--- src/design/tlpw_pkg.sv ---
// shared constants and types for the two-level page walk core
package tlpw_pkg;

    localparam int DIR_ENTRIES_DEF   = 1024;
    localparam int TABLE_ENTRIES_DEF = 1024;
    localparam int MEM_BYTES_DEF     = 1048576;
    localparam int FRAME_BYTES       = 4096;

    localparam int IDX_W       = 10;
    localparam int OFFSET_W    = 12;
    localparam int FRAME_W     = 8;
    localparam int SLOT_W      = 8;
    localparam int SLOT_COUNT  = 256;
    localparam int PTR9_W      = 9;
    localparam int PADDR_W     = 20;
    localparam int CNT_W       = 32;
    localparam int QUEUE_DEPTH = 2;

    localparam logic [CNT_W-1:0] CNT_MAX = '1;

    localparam logic KIND_LOAD  = 1'b0;
    localparam logic KIND_STORE = 1'b1;

    // one classified access word handed from front to back
    typedef struct packed {
        logic                kind;
        logic [IDX_W-1:0]    dir_index;
        logic [IDX_W-1:0]    table_index;
        logic [OFFSET_W-1:0] offset;
        logic [7:0]          write_data;
    } tlpw_req_t;

endpackage

--- src/design/tlpw_front.sv ---
// front end: accepts access words and reduces the address indexes
module tlpw_front
    import tlpw_pkg::*;
#(
    parameter int DIR_ENTRIES   = DIR_ENTRIES_DEF,
    parameter int TABLE_ENTRIES = TABLE_ENTRIES_DEF
)
(
    input  logic        clk,
    input  logic        rst_n,
    input  logic        enable,
    input  logic        item_valid,
    output logic        item_ready,
    input  logic        kind,
    input  logic [31:0] virtual_address,
    input  logic [7:0]  write_data,
    output logic        push,
    output tlpw_req_t   push_data,
    input  logic        full
);

    localparam int RECIP_SHIFT = 21;
    localparam int PROD_W      = 28;
    localparam int QUO_W       = PROD_W - RECIP_SHIFT;
    localparam int REM_W       = 12;
    localparam int DIR_RECIP   = (2 ** RECIP_SHIFT) / DIR_ENTRIES;
    localparam int TBL_RECIP   = (2 ** RECIP_SHIFT) / TABLE_ENTRIES;

    // quotient is low by at most one, so one correction step is enough
    function automatic logic [IDX_W-1:0] wrap_index(
        input logic [IDX_W-1:0] x,
        input logic [QUO_W-1:0] q,
        input logic [REM_W-1:0] n
    );
        logic [REM_W-1:0] rem;
        rem = REM_W'(x) - REM_W'(q) * n;
        if (rem >= n) begin
            rem = rem - n;
        end
        return rem[IDX_W-1:0];
    endfunction

    logic [IDX_W-1:0]    di_raw;
    logic [IDX_W-1:0]    ti_raw;
    logic [PROD_W-1:0]   di_prod;
    logic [PROD_W-1:0]   ti_prod;

    logic                s1_valid_reg;
    logic                s1_kind_reg;
    logic [7:0]          s1_wdata_reg;
    logic [OFFSET_W-1:0] s1_offset_reg;
    logic [IDX_W-1:0]    s1_di_reg;
    logic [IDX_W-1:0]    s1_ti_reg;
    logic [QUO_W-1:0]    s1_di_quo_reg;
    logic [QUO_W-1:0]    s1_ti_quo_reg;

    assign di_raw  = virtual_address[31:22];
    assign ti_raw  = virtual_address[21:12];
    assign di_prod = PROD_W'(di_raw) * PROD_W'(DIR_RECIP);
    assign ti_prod = PROD_W'(ti_raw) * PROD_W'(TBL_RECIP);

    assign push       = s1_valid_reg && !full;
    assign item_ready = enable && (!s1_valid_reg || !full);

    always_comb
    begin
        push_data.kind        = s1_kind_reg;
        push_data.dir_index   = wrap_index(s1_di_reg, s1_di_quo_reg, REM_W'(DIR_ENTRIES));
        push_data.table_index = wrap_index(s1_ti_reg, s1_ti_quo_reg, REM_W'(TABLE_ENTRIES));
        push_data.offset      = s1_offset_reg;
        push_data.write_data  = s1_wdata_reg;
    end

    always_ff @(posedge clk or negedge rst_n)
    begin
        if (!rst_n)
        begin
            s1_valid_reg  <= 1'b0;
            s1_kind_reg   <= 1'b0;
            s1_wdata_reg  <= '0;
            s1_offset_reg <= '0;
            s1_di_reg     <= '0;
            s1_ti_reg     <= '0;
            s1_di_quo_reg <= '0;
            s1_ti_quo_reg <= '0;
        end
        else if (item_ready)
        begin
            s1_valid_reg <= item_valid;
            if (item_valid)
            begin
                s1_kind_reg   <= kind;
                s1_wdata_reg  <= write_data;
                s1_offset_reg <= virtual_address[OFFSET_W-1:0];
                s1_di_reg     <= di_raw;
                s1_ti_reg     <= ti_raw;
                s1_di_quo_reg <= di_prod[PROD_W-1:RECIP_SHIFT];
                s1_ti_quo_reg <= ti_prod[PROD_W-1:RECIP_SHIFT];
            end
        end
    end

endmodule

--- config.mk ---
export PLATFORM = sky130hd
export DESIGN_NAME = tlpw_front
export DESIGN_NICKNAME = d
export VERILOG_FILES = /design/src/design/tlpw_pkg.sv /design/src/design/tlpw_front.sv
export SDC_FILE = /design/constraint.sdc
export NUM_CORES = 1
export LEC_CHECK = 0
export BUFFER_PORTS_ARGS = -buffer_cell sky130_fd_sc_hd__buf_2
export CAP_MARGIN = 20
export CORE_MARGIN = 1
export CORE_UTILIZATION = 39
export DETAILED_ROUTE_END_ITERATION = 10
export GPL_TIMING_DRIVEN = 0
export PLACE_DENSITY = 0.83
export SETUP_SLACK_MARGIN = 0.3
export SYNTH_ARGS = -nofsm -noshare
export SYNTH_HDL_FRONTEND = slang
export SYNTH_SLANG_ARGS = --single-unit
--- constraint.sdc ---
create_clock -name clk -period 1.3 [get_ports clk]
set_input_delay 0.195 -clock clk [delete_from_list [all_inputs] [get_ports clk]]
set_output_delay 0.195 -clock clk [all_outputs]
set_load 0.02 [all_outputs]
# --- After elaboration in Yosys (flattened, before gate mapping) ---
# Cells that the tools add are included.
# Widths: inputs -> output; s select.
totals:
  reg_bits: 42
  input_bits: 46
  out_inout_bits: 43
  wordCells: 18
classes:
  addsub: 2
  n_lt_le_gt_ge: 2
  mux: 2
  reduce_logical: 6
ops:
  columns: ["cell", "count"]
  rows:
  - ["$ge 10x11->1 const B", 2]
  - ["$mux 10", 2]
  - ["$sub 10x1->10 const B", 2]
  - ["$logic_and 1x1->1", 2]
  - ["$logic_not 1->1", 2]
  - ["$reduce_and 2->1", 1]
  - ["$logic_or 1x1->1", 1]

# --- Longest topological paths before layout ---
logic_depth:
  word_depth: 4
  depth_mapped: 4
  depth_no_buf: 3

# --- Worst setup path before layout ---
# OpenSTA, ideal clock, no wires.
synth_timing:
  path_kind: "register -> register"
  start: "register s1_valid_reg"
  end: "register s1_di_reg[9]"
  setup_ns: 0.125
  t_arrival_ns: 1.099
  required_time_ns: 1.175
  path_slack_ns: 0.077
  stages_incl_launch_ff: 4
  n_path_buf: 1
  synth_period_minus_slack_ns: 1.223
  path_cell_list: "dfrtp_1 > a21oi_4 > buf_6 > mux2_2"
synth_via:
  elab_chain_cells: 4
synth_lines:
  columns: ["item", "line", "source"]
  rows:
  - ["from (decl)", "tlpw_front.sv:48", "logic s1_valid_reg;"]
  - ["from (signal assigned)", "tlpw_front.sv:89", "s1_valid_reg <= item_valid;"]
  - ["$logic_not 1->1", "tlpw_front.sv:63", "assign item_ready = enable && (!s1_valid_reg || !full);"]
  - ["$logic_or 1x1->1", "tlpw_front.sv:63", null]
  - ["$logic_and 1x1->1", "tlpw_front.sv:63", null]
  - ["$reduce_and 2->1 (no source line)", null, null]
  - ["to (signal assigned)", "tlpw_front.sv:95", "s1_di_reg <= di_raw;"]
  - ["to (decl)", "tlpw_front.sv:52", "logic [IDX_W-1:0] s1_di_reg;"]
# Every way passes these cells.
# A chain may end at the register's enable or synchronous reset.

# --- Worst setup path after layout ---
layout_timing:
  start: "register s1_valid_reg"
  end: "register s1_ti_reg[7]"
layout_via:
  elab_chain_cells: 4
layout_lines:
  columns: ["item", "line", "source"]
  rows:
  - ["$logic_not 1->1", "tlpw_front.sv:63", null]
  - ["$logic_or 1x1->1", "tlpw_front.sv:63", null]
  - ["$logic_and 1x1->1", "tlpw_front.sv:63", null]
  - ["$reduce_and 2->1 (no source line)", null, null]
  - ["to (signal assigned)", "tlpw_front.sv:96", "s1_ti_reg <= ti_raw;"]
  - ["to (decl)", "tlpw_front.sv:53", "logic [IDX_W-1:0] s1_ti_reg;"]
# Every way passes these cells.

==> run metrics <==
via count normalized by instance count 4.722; Hold Violations, Final 0; crit path cell chain a21oi_4, buf_8, buf_6, mux2_4; Cell Rows 22; Final nets 256; Die ar. 4386 sq um; Reg clk slew, reported paths 0.08 ns; violations in the final reports negative setup slack; Filler cells 236; Hold/Removal Path Class in2async; area share of the largest cell type after synthesis 0.6532; Max rail drop VDD 1.058 mV; LEAKAGE 1.405 nW; power density over the cells 1520 nW/um^2; Final Critical Period 1.332 ns; GRT Overall Usage 0.1843; Crit Path Class reg2reg; count of final max-slew check failures 0; Relative slew margins 0.4030; number of failing setup endpoints in the final timing report 22; number of register bits inferred by synthesis 42; flip-flop count of the largest register after layout 12; Layout Skew 0.004871 ns; Area Growth Syn to Fin 73.79%; Max Fclk 750.6 MHz; clock sink count 42; routability congestion estimate from global placement 0.6722; antenna fix cells 0; area taken by multi-input logic gates 614.3 sq um; Critical Path AT 1.50 ns; total grt overflow 0; synth warn 0; htree depth 2; critical path's slowest cell sky130_fd_sc_hd__dfrtp_2; sequential-to-total area share from yosys stat 0.6532; number of distinct library cells after synthesis 11; status complete, but fails checks; total chip power 4.249 mW; number of instances in the synthesized netlist 95; Bufs on Longest Clock Path 2; max-cap check violation count 0; family with the most delay on the worst path flip-flops; post-route DRC violation count 0; total detailed-routing wirelength 4245 microns; syn_nets 141; worst-margin pin slew 0.8955 ns; biggest fanout along the worst timing path 7; CP Launch Type flop; insertion delay of the later-clocked pin in the worst-skew pair 0.29 ns; number of vias in the routed layout 1223; most area-consuming cells after synthesis sky130_fd_sc_hd__dfrtp_1 (65%), sky130_fd_sc_hd__mux2_2 (27%), sky130_fd_sc_hd__buf_6 (2.8%), sky130_fd_sc_hd__mux2_1 (2.1%), sky130_fd_sc_hd__a21oi_4 (1.0%); CP Buf/Inv Count 2; via count of the first global-routing pass 1243; data required time at the worst endpoint 1.47 ns; Syn Area/Cell 16.94 sq um; first-pass GRT wire length 5844 microns; sequential standard cell area 1052 sq um; vertical die dimension 66.23 microns; effective utilization at floorplan 0.4236; number of nets still failing antenna checks after routing 0; largest area contributor in the synthesized netlist sky130_fd_sc_hd__dfrtp_1; clock tree from TritonCTS built; Setup Total Neg Slack -0.3805 ns; post-DP HPWL 2321 microns; First DRT Iteration DRCs 28; initial antenna violation count 0; RSZ-0062 raised after global routing true; IO Count 89; number of port buffers 88; CTS Buf Count 5; longest individual stage delay on the worst path 0.44 ns; share of final-layout standard cells stronger than drive strength 1 0.7725; Post-Synthesis Cell Area 1609 sq um; setup ws final -0.03230 ns; Initial DRT Pass Iterations 2; maximum number of pins on one net before global-route repair 43; post-route fraction of the period consumed by the critical path 1.025; capturing element type of the critical path flop; post-detailed-route wirelength per cell 16.39 microns; standard cell core area 3799 sq um; Chip Width 66.23 microns; buffer cell driving the clock tree root sky130_fd_sc_hd__clkbuf_8
per-stage QoR:
step             util  setup WS, ns  hold slack, ns  area (sq um)  std cells
6_report       0.7362      -0.03230         0.02971          2796        259
5_1_grt        0.7362      -0.05911          0.1013          2796        259
4_1_cts        0.6828      -0.04296         0.06289          2594        248
3_5_place_dp   0.5553      -0.04030          0.3813          2110        231
3_3_place_gp   0.5553     -0.003888          0.3792          2110        231
2_1_floorplan       -       0.07651         -0.1006          1609         95
where the power goes:
part | switching (mW) | leakage, nW | total (mW) | internal [mW]
Combinational | 0.652 | 0.864 | 1.64 | 0.988
Sequential | 0.202 | 0.493 | 1.77 | 1.57
Clock | 0.412 | 0.0482 | 0.840 | 0.428
Yosys cell counts:
cell,count
sky130_fd_sc_hd__o21ai_0,1
sky130_fd_sc_hd__nor2b_1,1
sky130_fd_sc_hd__buf_6,4
sky130_fd_sc_hd__a21oi_1,1
sky130_fd_sc_hd__mux2_1,3
sky130_fd_sc_hd__inv_1,1
sky130_fd_sc_hd__a21oi_4,1
sky130_fd_sc_hd__nand2_1,2
sky130_fd_sc_hd__buf_4,1
sky130_fd_sc_hd__dfrtp_1,42
sky130_fd_sc_hd__mux2_2,38
what timing repair did:
| item | CTS | global route |
|---|---|---|
| hold endpoints to repair | 0 | 0 |
| pin swaps | 1 | 1 |
| setup endpoints to repair | 84 | 84 |
| setup buffers | 7 | 9 |
| hold buffers | 0 | 0 |
| cloned | 2 | 2 |
| resized for setup | 103 | 23 |
cell families (layout without fill, tap and decap cells):
logic type | count (synthesis) | in the layout | synth area share
flops | 42 | 42 | 0.6532
mux | 41 | 41 | 0.2869
buf+inv | 6 | 122 | 0.03499
simple gates | 3 | 3 | 0.008558
compound gates | 3 | 3 | 0.01633
area by class of cell:
cell class	count	share of cell area
clock inverters	1	0.001790
multi-input cells	47	0.2197
clock buffers	7	0.03087
flip-flops and latches	42	0.3763
plain buffers	5	0.02595
inverters	1	0.001342
well taps	48	0.02148
repair buffers	108	0.3226
layer usage:
metal | up-vias | wire length [microns] | global-route usage
li1 | 556 | - | -
met3 | 7 | 182 | 0.03966
met5 | - | 0 | 0
met1 | 612 | 1597 | 0.2098
met2 | 48 | 2392 | 0.3291
met4 | 0 | 72 | 0.07979
final timing paths:
check	from	end	slack (ns)	cells past startpoint
worst max-delay path	s1_valid_reg	s1_ti_reg[7]	-0.03	4
worst min-delay path	rst_n	s1_offset_reg[7]	0.03	1
worst max register to register	s1_valid_reg	s1_ti_reg[7]	-0.03	4
worst min register to register	s1_offset_reg[2]	s1_offset_reg[2]	0.54	1
max in group asynchronous	rst_n	s1_valid_reg	0.66	1
min in group clk	virtual_address[7]	s1_offset_reg[7]	0.13	2
layout by cell type, fill, tap and decap left out, types with 2 or more instances in the layout:
master	n
sky130_fd_sc_hd__nand2_1	2
sky130_fd_sc_hd__buf_2	45
sky130_fd_sc_hd__clkbuf_8	6
sky130_fd_sc_hd__dfrtp_1	41
sky130_fd_sc_hd__mux2_4	30
sky130_fd_sc_hd__buf_6	45
sky130_fd_sc_hd__buf_8	3
sky130_fd_sc_hd__buf_4	17
sky130_fd_sc_hd__clkbuf_16	2
sky130_fd_sc_hd__mux2_2	11
Note: power is estimated with default switching activity, not from simulation.
