$ cat src/design/tlpw_pkg.sv
// shared constants and types for the two-level page walk core
package tlpw_pkg;

    localparam int DIR_ENTRIES_DEF   = 1024;
    localparam int TABLE_ENTRIES_DEF = 1024;
    localparam int MEM_BYTES_DEF     = 1048576;
    localparam int FRAME_BYTES       = 4096;

    localparam int IDX_W       = 10;
    localparam int OFFSET_W    = 12;
    localparam int FRAME_W     = 8;
    localparam int SLOT_W      = 8;
    localparam int SLOT_COUNT  = 256;
    localparam int PTR9_W      = 9;
    localparam int PADDR_W     = 20;
    localparam int CNT_W       = 32;
    localparam int QUEUE_DEPTH = 2;

    localparam logic [CNT_W-1:0] CNT_MAX = '1;

    localparam logic KIND_LOAD  = 1'b0;
    localparam logic KIND_STORE = 1'b1;

    // one classified access word handed from front to back
    typedef struct packed {
        logic                kind;
        logic [IDX_W-1:0]    dir_index;
        logic [IDX_W-1:0]    table_index;
        logic [OFFSET_W-1:0] offset;
        logic [7:0]          write_data;
    } tlpw_req_t;

endpackage

$ cat src/design/tlpw_queue.sv
// short fifo between the front end and the walk engine
module tlpw_queue
    import tlpw_pkg::*;
(
    input  logic      clk,
    input  logic      rst_n,
    input  logic      push,
    input  tlpw_req_t push_data,
    output logic      full,
    input  logic      pop,
    output tlpw_req_t pop_data,
    output logic      not_empty
);

    localparam int PTR_W = (QUEUE_DEPTH > 1) ? $clog2(QUEUE_DEPTH) : 1;
    localparam int CNT_Q_W = $clog2(QUEUE_DEPTH + 1);

    tlpw_req_t          entries_reg [QUEUE_DEPTH];
    logic [PTR_W-1:0]   wr_ptr_reg;
    logic [PTR_W-1:0]   rd_ptr_reg;
    logic [CNT_Q_W-1:0] count_reg;

    function automatic logic [PTR_W-1:0] bump(input logic [PTR_W-1:0] p);
        return (p == PTR_W'(QUEUE_DEPTH - 1)) ? '0 : p + 1'b1;
    endfunction

    assign full      = (count_reg == CNT_Q_W'(QUEUE_DEPTH));
    assign not_empty = (count_reg != '0);
    assign pop_data  = entries_reg[rd_ptr_reg];

    always_ff @(posedge clk)
    begin
        if (push)
        begin
            entries_reg[wr_ptr_reg] <= push_data;
        end
    end

    always_ff @(posedge clk or negedge rst_n)
    begin
        if (!rst_n)
        begin
            wr_ptr_reg <= '0;
            rd_ptr_reg <= '0;
            count_reg  <= '0;
        end
        else
        begin
            if (push)
            begin
                wr_ptr_reg <= bump(wr_ptr_reg);
            end
            if (pop)
            begin
                rd_ptr_reg <= bump(rd_ptr_reg);
            end
            if (push && !pop)
            begin
                count_reg <= count_reg + 1'b1;
            end
            else if (pop && !push)
            begin
                count_reg <= count_reg - 1'b1;
            end
        end
    end

endmodule

$ cat config.mk
export PLATFORM = sky130hd
export DESIGN_NAME = tlpw_queue
export DESIGN_NICKNAME = d
export VERILOG_FILES = /design/src/design/tlpw_pkg.sv /design/src/design/tlpw_queue.sv
export SDC_FILE = /design/constraint.sdc
export NUM_CORES = 1
export LEC_CHECK = 0
export BUFFER_PORTS_ARGS = -buffer_cell sky130_fd_sc_hd__buf_2
export CORE_AREA = 2 2 109 111
export CTS_BUF_LIST = sky130_fd_sc_hd__clkbuf_8 sky130_fd_sc_hd__clkbuf_16
export DETAILED_ROUTE_END_ITERATION = 8
export DIE_AREA = 0 0 111 113
export SYNTH_ARGS = -nofsm -noshare
export SYNTH_HDL_FRONTEND = slang
export SYNTH_SLANG_ARGS = --single-unit
export TNS_END_PERCENT = 5
$ cat constraint.sdc
create_clock -name clk -period 8.2 [get_ports clk]
set_input_delay 0.41 -clock clk [delete_from_list [all_inputs] [get_ports clk]]
set_output_delay 0.41 -clock clk [all_outputs]
set_load 0.005 [all_outputs]
# Word-level counts from Yosys, hierarchy flattened
# Memories as Yosys holds them, arrays and structs flattened.
# Index checks and enable logic that the tools add are counted.
[classes]
add_sub_neg = 4
n_reduce_logical = 6
n_eq_ne = 1
mux = 6
[op_table]
columns = ["op", "count"]
rows = [
  ["2-to-1 mux 1 bit", 4],
  ["2-to-1 mux 2 bit", 2],
  ["nonzero test 2 bit", 2],
  ["adder 1 bit (second input constant)", 2],
  ["adder 2 x 1 -> 2 bit (second input constant)", 1],
  ["equality test 2 bit (second input constant)", 1],
  ["logical AND 1 bit", 2],
  ["logical NOT 1 bit", 2],
  ["subtractor 2 x 1 -> 2 bit (second input constant)", 1],
]
[totals]
ram_bits = 82
output_inout_bits = 43
ff_bits = 4
memories = 1
input_bits = 45
[mem_list]
columns = ["name", "words", "word_bits", "rd", "rd_clocked_by_memory_dff", "write_ports", "line_no", "rtl"]
rows = [
  ["entries_reg", 2, 41, 1, 0, 1, "tlpw_queue.sv:18", "tlpw_req_t entries_reg [QUEUE_DEPTH];"],
]

# Depth between registers and ports, before layout
# Gate-level depths: netlist (run 1).
[logic_depth]
ltp_word = 4
depth_mapped = 5

# Worst setup path before layout (run 1)
# No wires, ideal clock.
[synth_timing]
kind = "in2reg"
startpoint = "input push"
endpoint = "memory entries_reg[0][0] (netlist name), enable pin"
setup_slack_ns = 5.514
setup_time_ns = 0.444
n_path_buf = 0
path_stages = 1
arrival_time_ns = 2.242
path_cell_list = "nor2b_1"
[synth_via]
elab_chain_cells = 2
[synth_lines]
columns = ["element", "line_no", "rtl"]
rows = [
  ["from (decl)", "tlpw_queue.sv:7", "input logic push,"],
  ["2-to-1 mux 1 bit", "tlpw_queue.sv:33", "if (push)"],
  ["2-to-1 mux 1 bit (not written as such)", "tlpw_queue.sv:35", "entries_reg[wr_ptr_reg] <= push_data;"],
  ["to (decl)", "tlpw_queue.sv:18", ""],
]
# Every way passes these cells.

==> results of run 1 <==
layer usage:
layer	wire, um	up-vias	GRT usage [%]
met5	0	-	0
met4	171	0	7.00
met3	335	14	3.32
met2	2740	54	15.0
met1	2220	776	9.83
li1	-	748	-
power by group:
group | internal [mW] | switching (mW) | leakage [nW]
registers | 0.587 | 0.0252 | 0.815
logic | 0.225 | 0.180 | 0.735
clock network | 0.197 | 0.148 | 0.128
total | 1.01 | 0.353 | 1.68
Yosys cell counts:
library cell	number
nor2_1	1
inv_1	1
mux2_4	39
nor2b_1	2
edfxtp_1	82
buf_6	1
xor2_1	4
ha_1	1
buf_12	4
and2_1	1
mux2_2	2
or2_2	1
xnor2_1	1
dfrtp_1	4
worst max path at each step:
stage / slack, ps / depth (start not counted) / endpoint
6_report: 5950 / 3 / pop_data[20]
3_3_place_gp: 6280 / 3 / pop_data[20]
5_1_grt: 5840 / 3 / pop_data[21]
2_1_floorplan: 5510 / 1 / entries_reg[0][0]$_DFFE_PP_
4_1_cts: 5900 / 3 / pop_data[20]
3_5_place_dp: 6260 / 3 / pop_data[20]
cells by family (layout without fill, tap and decap cells):
family	count (synthesis)	after routing	synth area share, %
flops	86	86	76.5
mux	41	41	18.1
buf+inv	6	106	2.84
xor+xnor	5	5	1.31
simple gates	5	5	0.859
fa+ha+maj	1	1	0.373
repair_timing:
action,in CTS,in global routing
gates resized for setup,0,0
hold buffers,1,0
endpoints found under the hold margin,4,0
buffers inserted,0,0
final cells by class:
cell class,count,area (um2)
Clock buffer,9,225
Clock inverter,6,22.5
Fill cell,1068,7120
Inverter,1,3.75
Multi-Input combinational cell,52,702
Sequential cell,86,2560
Tap cell,143,179
Timing Repair Buffer,90,460
through the flow:
stage | utilization [%] | hold WS [ps] | cell area (um2) | power, mW | std cells
after global placement | 34.6 | 218 | 3900 | 1.03 | 371
after floorplan | - | 114 | 3350 | 0.930 | 144
after global routing | 36.9 | 244 | 4160 | 1.44 | 387
final | 36.9 | 261 | 4160 | 1.36 | 387
after CTS | 36.9 | 242 | 4160 | 1.39 | 387
after detailed placement | 34.6 | 220 | 3900 | 1.04 | 371
==> results.toml, run 1 <==
[floorplan]
pin_count = 88
die_h_um = 113
dieArea_um2 = 12500
row_count = 39
core_area_um2 = 11300
initial_utilization_pct = 29.7
die_x_um = 111

[setup_path]
endpoint_kind = "output pin"
worstSetupPathType = "flip-flop to output pin"
path_delay_family = "buffers and inverters"
path_cells = "buf_4 -> mux2_2 -> buf_2"
cp.required_ps = 7790
crit_path_start_kind = "flip-flop"
path_buf_inv = 2
reg2reg_depth = 1
arrival_ps = 1840
r2r_end = "entries_reg[1][17]$_DFFE_PP_"
path_max_fanout = 42
slowest_stage = "buf_4"
rr_startpoint = "wr_ptr_reg$_DFFE_PN0P_"
critPathMaxStageDelay_ps = 630
crit_start = "rd_ptr_reg$_DFFE_PN0P_"
r2r_slack_ps = 6510

[route]
drtPass1Iterations = 3
wl_per_cell_um = 14.1
num_vias = 1592
avgViaCountPerCell = 4.11
postRouteAntennaNets = 0
drt_drc_violations_left = 0
drt_iter0_markers = 47
drt_wl_total_mm = 5.46

[yosys]
ys_warn_count = 0
synth_seq_cells = 86
syn-cell-area_um2 = 3350
yosysTopAreaCell = "edfxtp_1"
synth_area_leaders = "edfxtp_1 (73%), mux2_4 (17%), dfrtp_1 (3.0%)"
synth_top_area_share_pct = 73.5
synth_cell_types = 14
synth_cells = 144
syn_area_per_cell_um2 = 23.3
ys_seq_area_share_pct = 76.5
synth_fp_nets = 190

[sta]
drv_slew = 0
rsz0062_at_grt = "false"
slew_headroom_pct = 31.9
skew_ps = 4.90
clock.fmax_mhz = 444
finalHoldViolations = 0
period_share_pct = 27.5
min_period_ps = 2250
finalSetupViolCount = 0
setup-tns-final_ps = 0
tightest_slew_ps = 1020
setup_ws_ps = 5950

[cts]
numCtsBuffers = 9
cts_tree = "built"
clock-sinks = 86
worstSkewPairLatency_ps = 330
clockBufferDepth = 2
cts_root_buf = "clkbuf_16"
htreeDepth = 3
clk_pin_slew_ps = 60

[place]
portBuffers = 87
gp_congestion = 0.630
place_worst_setup_slack_ps = 6260
post-dp-hpwl_mm = 3.33

[grt]
gr-total-overflow = 0
grt_use_total_pct = 9.21
grt_pass1_vias = 1739
antenna_found_initial = 0
grt_max_degree = 43
grt_first_pass_wirelength_mm = 8.58

[hold_path]
hold_path_depth = 1
min-delay-start = "push_data[28]"
whs_endpoint = "entries_reg[0][28]$_DFFE_PP_"
worstHoldPathType = "input pin to flip-flop"

[outcome]
status = "finished, final reports clean"

[cells_and_area]
final_nets = 286
largest_reg_flops = 82
layout_commonest_cell = "buf_2"
layout_common_cells = "buf_2 (87), edfxtp_1 (82), mux2_4 (39)"
drive_above_1_share_pct = 58.6
areaGrowthSynthToFinish_pct = 24.0
antenna_cells = 0

[run]
max-cap-violations = 0

[power]
power_leakage_nw = 1.68
max-vdd-ir-drop_mv = 0.122
cellPowerDensity_nw_per_um2 = 327
Note: power is estimated with default switching activity, not from simulation.
==> run 2: changes to the inputs <==
- clock period: 8.2 -> 2 ns (I/O delays scaled with it)
==> results.toml, run 2 (synthesis gave the netlist of run 1 again) <==
[outcome]
status = "finished, final reports clean"

[place]
gp_congestion = 0.641
dpl.cell_count = 372
post-dp-hpwl_mm = 3.28
place_worst_setup_slack_ps = 718
dpl_cell_area_um2 = 3940
portBuffers = 87

[floorplan]
initial_utilization_pct = 29.7
die_x_um = 111
core_area_um2 = 11300
die_h_um = 113
row_count = 39
dieArea_um2 = 12500
pin_count = 88

[setup_path]
crit_path_start_kind = "flip-flop"
reg2reg_depth = 2
path_max_fanout = 42
r2r_slack_ps = 790
worstSetupPathType = "flip-flop to output pin"
endpoint_kind = "output pin"
crit_end = "pop_data[21]"
cp.required_ps = 1900
r2r_end = "entries_reg[1][11]$_DFFE_PP_"
rr_startpoint = "wr_ptr_reg$_DFFE_PN0P_"
arrival_ps = 1520
crit_start = "rd_ptr_reg$_DFFE_PN0P_"

[cts]
numCtsBuffers = 9
cts_root_buf = "clkbuf_16"
cts_setup_buffers = 0
htreeDepth = 3
cts_resized = 0
worstSkewPairLatency_ps = 330
clock-sinks = 86
postCtsHoldBufs = 44
cts_tree = "built"
clk_pin_slew_ps = 60
clockBufferDepth = 2

[cells_and_area]
layout_common_cells = "buf_2 (87), edfxtp_1 (82), dlygate4sd3_1 (44)"
instances_no_fill = 432
areaGrowthSynthToFinish_pct = 39.3
layout_commonest_cell = "buf_2"
largest_reg_flops = 82
drive_above_1_share_pct = 51.2
antenna_cells = 0
fill_cells = 1010
fin_area_um2 = 4670
fin_util_pct = 41.4
final_nets = 330

[grt]
grt_use_total_pct = 9.35
antenna_found_initial = 0
gr-total-overflow = 0
grt_pass1_vias = 1874
grt_first_pass_wirelength_mm = 9.03
grt_max_degree = 43

[route]
drt_wl_total_mm = 5.67
wl_per_cell_um = 13.1
num_vias = 1739
drt_drc_violations_left = 0
drtPass1Iterations = 4
postRouteAntennaNets = 0
drt_iter0_markers = 64
avgViaCountPerCell = 4.03

[sta]
finalHoldViolations = 0
drv_slew = 0
holdWs_ps = 114
min_period_ps = 1620
skew_ps = 6.43
setup-tns-final_ps = 0
finalSetupViolCount = 0
slew_headroom_pct = 78.1
period_share_pct = 81.1
setup_ws_ps = 378
clock.fmax_mhz = 617
rsz0062_at_grt = "false"
tightest_slew_ps = 328

[power]
power_leakage_nw = 1.90
cellPowerDensity_nw_per_um2 = 1250
max-vdd-ir-drop_mv = 0.524
p_total_mw = 5.83

[run]
max-cap-violations = 0

[hold_path]
worstHoldPathType = "input pin to asynchronous set/reset pin"
==> run 2: cell count changes in the layout (fill, tap and decap cells not counted), sizes merged <==
cell         previous run  this run
clkbuf                  9        12
buf                    89        90
inv                     3         4
dlygate4sd3             1        44
clkinv                  4         1
==> run 2: area by class of cell <==
cell class,count,area (um2),area share [%]
sequential,86,2560,54.9
timing repair buffer,134,936,20.1
multi-input combinational,52,702,15.0
clock buffer,12,267,5.71
tap,143,179,3.83
clock inverter,4,16.3,0.349
inverter,1,3.75,0.0804
==> run 2: worst min path at each step <==
stage,startpoint,depth (start not counted),end
after floorplan,rst_n,0,count_reg[0]$_DFFE_PN0P_
after global placement,rst_n,1,count_reg[1]$_DFFE_PN0P_
after detailed placement,rst_n,1,count_reg[0]$_DFFE_PN0P_
after CTS,rst_n,2,count_reg[0]$_DFFE_PN0P_
after global routing,rst_n,2,wr_ptr_reg$_DFFE_PN0P_
final,rst_n,2,count_reg[0]$_DFFE_PN0P_
==> run 2: worst max-delay path: stages, from the launching register on <==
cell and delay (ps):
dfrtp_2 370, buf_12 300, mux2_2 370, buf_2 120
==> run 2: report_power, final <==
group | internal, mW | switching (mW)
logic | 1.03 | 0.748
registers | 2.40 | 0.110
clock network | 0.927 | 0.616
==> run 2: per-layer routing <==
metal,global-route usage (%),up-vias,part of all wire [%]
met1,10.3,833,42
met2,16.1,59,50
met4,5.42,0,2.3
met3,2.79,9,5.7
li1,-,838,-
met5,0,-,0
